`src/hdl/pcd_pkg.sv`:
```
`timescale 1ns / 1ps
// shared types and constants of the path conflict detector
package pcd_pkg;

  localparam int AGENT_W = 6;
  localparam int WIN_W   = 16;

  localparam logic KIND_VERTEX = 1'b0;
  localparam logic KIND_EDGE   = 1'b1;

  typedef enum logic [3:0] {
    S_IDLE   = 4'b0001,
    S_SCAN   = 4'b0010,
    S_DRAIN  = 4'b0100,
    S_FINISH = 4'b1000
  } state_e;

  typedef struct packed {
    logic load;
    logic read_en;
    logic finish;
  } cmd_t;

  typedef struct packed {
    logic skip;
    logic last;
  } status_t;

endpackage

```
`src/hdl/pcd_ctrl.sv`:
```
`timescale 1ns / 1ps
// controller state machine of the path conflict detector
module pcd_ctrl (
  input  logic             clk_i,
  input  logic             rst_ni,
  input  logic             start,
  input  pcd_pkg::status_t status_i,
  output pcd_pkg::cmd_t    cmd_o,
  output logic             busy
);

  pcd_pkg::state_e state_q, state_d;

  always_ff @(posedge clk_i or negedge rst_ni) begin
    if (!rst_ni) begin
      state_q <= pcd_pkg::S_IDLE;
    end else begin
      state_q <= state_d;
    end
  end

  always_comb begin
    state_d       = state_q;
    cmd_o.load    = 1'b0;
    cmd_o.read_en = 1'b0;
    cmd_o.finish  = 1'b0;
    case (state_q)
      pcd_pkg::S_IDLE: begin
        if (start) begin
          cmd_o.load = 1'b1;
          state_d    = pcd_pkg::S_SCAN;
        end
      end
      pcd_pkg::S_SCAN: begin
        if (status_i.skip) begin
          state_d = pcd_pkg::S_FINISH;
        end else begin
          cmd_o.read_en = 1'b1;
          if (status_i.last) begin
            state_d = pcd_pkg::S_DRAIN;
          end
        end
      end
      pcd_pkg::S_DRAIN: begin
        state_d = pcd_pkg::S_FINISH;
      end
      pcd_pkg::S_FINISH: begin
        cmd_o.finish = 1'b1;
        state_d      = pcd_pkg::S_IDLE;
      end
      default: begin
        state_d = pcd_pkg::S_IDLE;
      end
    endcase
  end

  assign busy = (state_q != pcd_pkg::S_IDLE);

endmodule

```
`config.mk`:
```
export PLATFORM = sky130hd
export DESIGN_NAME = pcd_ctrl
export DESIGN_NICKNAME = d
export VERILOG_FILES = /design/src/hdl/pcd_pkg.sv /design/src/hdl/pcd_ctrl.sv
export SDC_FILE = /design/constraint.sdc
export NUM_CORES = 1
export LEC_CHECK = 0
export BUFFER_PORTS_ARGS = -buffer_cell sky130_fd_sc_hd__buf_4
export CORE_AREA = 2 2 39 41
export DETAILED_ROUTE_END_ITERATION = 8
export DIE_AREA = 0 0 41 43
export PLACE_DENSITY_LB_ADDON = 0.2
export SLEW_MARGIN = 0
export SYNTH_ARGS = -nofsm -noshare
export SYNTH_HDL_FRONTEND = slang
export SYNTH_SLANG_ARGS = --single-unit
```
`constraint.sdc`:
```
create_clock -name clk_i -period 1.4 [get_ports clk_i]
set_clock_uncertainty 0.15 [all_clocks]
set_input_delay 0.07 -clock clk_i [delete_from_list [all_inputs] [get_ports clk_i]]
set_output_delay 0.07 -clock clk_i [all_outputs]
set_load 0.03 [all_outputs]
```
==> flow_summary.toml, run 1 <==
[critical_path]
cp_slowest_cell = "dfstp_2"
worstPathArrival_ps = 1270
crit_type = "flop to output pin"
cpPeakStageDelay_ps = 570
worstPathCellList = "nor2b_4 > and3_4 > buf_6"
critPathLaunchType = "flop"
critPathRequiredTime_ps = 1180
path_max_fanout = 6
end_kind = "output pin"
crit_family = "flip-flops"
worst-path-buf-inv = 1

[sta]
slew_violations = 0
final-hold-violation-count = 0
hold_ws_ps = 8.23
grt_setup_unrepaired = "true"
setup_violations = 4
fmax_mhz = 670
min_period_over_period = 1.07
worst_slack_ps = -91.7
finalCriticalPeriod_ps = 1490
relSlewSlack = 0.843
tightest_slew_ps = 235

[outcome]
status = "complete, but fails checks"
violations = "setup timing"

[yosys]
syn_nets = 28
syn_avg_cell_area_um2 = 10.3
ys_ff_latch = 4
syn-instance-count = 23
synth_cell_types = 17
yosysSeqAreaShare = 0.429
synth_area_um2 = 236
ys_warn_count = 0

[floorplanning]
die_w_um = 41
rows = 14
dieArea_um2 = 1760
io_pins = 9
initial_core_util = 0.171
coreArea_um2 = 1380
dieHeight_um = 43

[pwr]
p_leak_nw = 0.197
p_per_area_nw_per_um2 = 1830
peakVddDrop_mv = 0.491

[clocking]
htree_levels = 1
clk_pin_slew_ps = 40
cts_tree = "built"
cts.path.max_buffers = 2
clkLatencyLatePin_ps = 240
cts_root_buffer = "clkbuf_4"
clock_sinks = 4
cts_made_buffers = 3

[final_layout]
layout_common_cells = "8 x buf_4, 4 x dlygate4sd3_1, 3 x clkbuf_4, 3 x buf_6"
top_register = "state_q"
syn_to_final_growth_pct = 78.3
nNetsFinal = 46
fin_area_um2 = 422
reg_top3 = "state_q (4)"
drive_gt1_frac = 0.475
diodes = 0
largest_reg_flops = 4
final_common_cell = "buf_4"

[placed_design]
hpwlAfterDp_um = 380
place_area_um2 = 315
place_congestion = 0.696
dp_slack_ps = 91.5
numPortBuffers = 8

[route]
firstDrtPassIters = 1
viasPerCell = 4.29
final_antenna_net_count = 0
drt-wirelength-per-cell_um = 9.75
drtIter0Drc = 0
vias = 240
drc = 0
routed_wl_um = 546

[global_routing]
gr-total-overflow = 0
grt_max_degree = 7
antenna_found_initial = 0
grt_pass1_vias = 249
grt_pass1_wl_um = 966
track_usage = 0.0855

[job]
maxCapViolations = 0

[hold_path]
worstHoldPathType = "input port to async pin"
[metrics by stage]
step	total power, mW	setup TNS, ps	utilization	cells
4_1_cts	0.776	-214	0.305	56
6_report	0.770	-208	0.305	56
2_1_floorplan	0.403	0	-	23
3_5_place_dp	0.493	0	0.228	46
5_1_grt	0.822	-505	0.305	56
3_3_place_gp	0.497	0	0.228	46
[worst paths after layout]
| kind | startpoint | end | slack, ps | cells past startpoint |
|---|---|---|---|---|
| max | state_q[0] | cmd_o[2] | -90 | 3 |
| min | rst_ni | state_q[3] | 8 | 2 |
| max reg2reg | state_q[1] | state_q[1] | 90 | 3 |
| min reg2reg | state_q[0] | state_q[1] | 410 | 2 |
| max in group asynchronous | rst_ni | state_q[0] | 900 | 2 |
| min in group clk_i | state_q[0] | state_q[1] | 410 | 2 |
[power by group]
group          internal (mW)  switching, mW
Clock                  0.108         0.0567
Sequential             0.159         0.0356
Combinational          0.221          0.190
Total                  0.487          0.283
[per-layer routing]
layer | up-vias | GRT usage | wire length, um
met2 | 6 | 0.128 | 296
met1 | 112 | 0.0841 | 216
li1 | 120 | - | -
met3 | 2 | 0.0314 | 15
met4 | 0 | 0.0800 | 17
met5 | - | 0 | 0
[area by class of cell]
class | count | area (um2)
sequential | 4 | 103
multi-input combinational | 17 | 139
tap | 16 | 20.0
clock buffer | 4 | 26.3
fill | 155 | 962
timing repair buffer | 15 | 134
[Yosys cell counts]
cell	n	area, um2
a21boi_1	2	15.0
or4b_1	1	10.0
a32oi_1	1	8.76
nor4b_1	1	8.76
dfstp_2	1	26.3
nand2b_1	1	6.26
nor2b_1	1	6.26
xor2_1	1	8.76
and3_1	1	6.26
nor3_1	1	5.00
nand3b_1	2	15.0
and4b_1	1	10.0
buf_4	2	15.0
nand2_1	1	3.75
nor2_1	2	7.51
dfrtp_1	3	75.1
and3b_1	1	8.76
[repair_timing]
item,CTS,global route
endpoints found under the hold margin,8,0
hold buffers,4,0
gates resized for setup,7,0
gates cloned,0,0
setup buffers,2,0
pin swaps,1,0
setup endpoints to repair,4,4
[kinds of logic (layout without fill, tap and decap cells)]
| kind of cell | Yosys count | after routing | synth area share |
|---|---|---|---|
| AO/OA/AOI/OAI | 3 | 3 | 0.101 |
| buffers and inverters | 2 | 19 | 0.0635 |
| XOR/XNOR | 1 | 1 | 0.0370 |
| AND/OR/NAND/NOR | 13 | 13 | 0.370 |
| flip-flops | 4 | 4 | 0.429 |
Note: power is estimated with default switching activity, not from simulation.
==> run 2, diff against run 1 <==
--- a/config.mk
+++ b/config.mk
@@ -5,10 +5,10 @@
 export SDC_FILE = /design/constraint.sdc
 export NUM_CORES = 1
 export LEC_CHECK = 0
-export BUFFER_PORTS_ARGS = -buffer_cell sky130_fd_sc_hd__buf_4
 export CORE_AREA = 2 2 39 41
 export DETAILED_ROUTE_END_ITERATION = 8
 export DIE_AREA = 0 0 41 43
+export DONT_BUFFER_PORTS = 1
 export PLACE_DENSITY_LB_ADDON = 0.2
 export SLEW_MARGIN = 0
 export SYNTH_ARGS = -nofsm -noshare
==> run 2 against run 1 <==
Against the previous run: the flow still finishes with violations (setup timing); routed wire length rose by 18%; sequential share of layout area is 0.67 points higher; sequential power about the same; power is 0.18% higher; first-iteration DRC count is 7 higher; count of clock-buffer cells in the layout unchanged; die area did not move; cell count shrank 5.4%; global-route usage fell by 0.37 points; design area decreased by 1.5%; largest power group unchanged; sequential cell count unchanged.
==> flow_summary.toml, run 2 (synthesis results as in run 1) <==
[final_layout]
final_common_cell = "dlygate4sd3_1"
largest_reg_flops = 4
reg_top3 = "state_q (4)"
diodes = 0
drive_gt1_frac = 0.486
syn_to_final_growth_pct = 75.7
nNetsFinal = 43
layout_common_cells = "5 x dlygate4sd3_1, 4 x buf_4, 3 x clkbuf_4, 3 x buf_6"
nFillCells = 159
top_register = "state_q"
fin_cells = 53

[critical_path]
critPathRequiredTime_ps = 1180
end_kind = "output pin"
path_max_fanout = 5
worstPathArrival_ps = 1260
crit_type = "flop to output pin"
r2r_cells = 3
critPathLaunchType = "flop"

[hold_path]
worstHoldPathType = "input port to output pin"
holdPathStages = 1

[placed_design]
place_congestion = 0.748
numPortBuffers = 0
hpwlAfterDp_um = 418
place_inst = 40

[clocking]
cts_tree = "built"
cts_made_buffers = 3
clk_pin_slew_ps = 40
clkLatencyLatePin_ps = 230
cts.path.max_buffers = 2
clock_sinks = 4
htree_levels = 1
cts_root_buffer = "clkbuf_4"

[sta]
tns_ps = -112
final-hold-violation-count = 0
grt_setup_unrepaired = "true"
slew_violations = 0
tightest_slew_ps = 293
worst_slack_ps = -78.3
min_period_over_period = 1.06
fmax_mhz = 676
setup_violations = 3
relSlewSlack = 0.804
hold_ws_ps = 243
finalCriticalPeriod_ps = 1480

[route]
vias = 250
routed_wl_um = 644
drc = 0
viasPerCell = 4.72
firstDrtPassIters = 4
final_antenna_net_count = 0
drtIter0Drc = 7
drt-wirelength-per-cell_um = 12.2

[global_routing]
grt_pass1_vias = 230
antenna_found_initial = 0
track_usage = 0.0818
grt_max_degree = 7
gr-total-overflow = 0
grt_pass1_wl_um = 924

[pwr]
peakVddDrop_mv = 0.511
p_per_area_nw_per_um2 = 1860
p_leak_nw = 0.180

[job]
maxCapViolations = 0

[outcome]
violations = "setup timing"
status = "complete, but fails checks"

[floorplanning]
io_pins = 9
die_w_um = 41
dieHeight_um = 43
initial_core_util = 0.171
rows = 14
dieArea_um2 = 1760
coreArea_um2 = 1380
[run 2: routing by layer]
metal	wire [um]	vias up	track usage
met3	30	0	0.0157
met1	226	127	0.0820
met2	387	10	0.138
met4	0	0	0.0600
li1	-	113	-
met5	0	-	0
[run 2: repair_timing]
action | CTS | global route
pin swaps | 2 | 1
setup buffers | 2 | 2
endpoints found under the setup margin | 4 | 4
endpoints found under the hold margin | 8 | 0
gates resized for setup | 7 | 4
hold buffers | 5 | 0
[run 2: stage by stage]
stage	setup slack [ps]	cell area, um2	power (mW)	util
6_report	-78.3	415	0.771	0.300
5_1_grt	-120	415	0.812	0.300
4_1_cts	-109	382	0.717	0.276
3_5_place_dp	78.0	270	0.455	0.195
3_3_place_gp	67.3	270	0.453	0.195
2_1_floorplan	38.8	243	0.403	-
[run 2: critical path, cell delays in order (launching register included)]
cell     delay, ps
dfstp_2        560
nor2b_4        160
and3_4         180
buf_6          120
[run 2: final cells by class]
| class | instances | area (um2) | area share |
|---|---|---|---|
| Sequential cell | 4 | 104 | 0.250 |
| Clock buffer | 4 | 26.3 | 0.0633 |
| Multi-Input combinational cell | 17 | 151 | 0.364 |
| Timing Repair Buffer | 12 | 114 | 0.274 |
| Tap cell | 16 | 20.0 | 0.0482 |
[run 2: path summary, 6_finish.rpt]
| path | end | slack (ps) | from |
|---|---|---|---|
| max | cmd_o[2] | -80 | state_q[0] |
| min | cmd_o[1] | 240 | status_i[1] |
| max reg2reg | state_q[1] | 80 | state_q[1] |
| min reg2reg | state_q[1] | 420 | state_q[0] |
| max in group asynchronous | state_q[0] | 370 | rst_ni |
| min in group asynchronous | state_q[3] | 490 | rst_ni |
[run 2: power by group]
part / internal [mW] / switching (mW) / total, mW
sequential: 0.159 / 0.0380 / 0.197
clock: 0.107 / 0.0473 / 0.154
combinational: 0.216 / 0.204 / 0.420
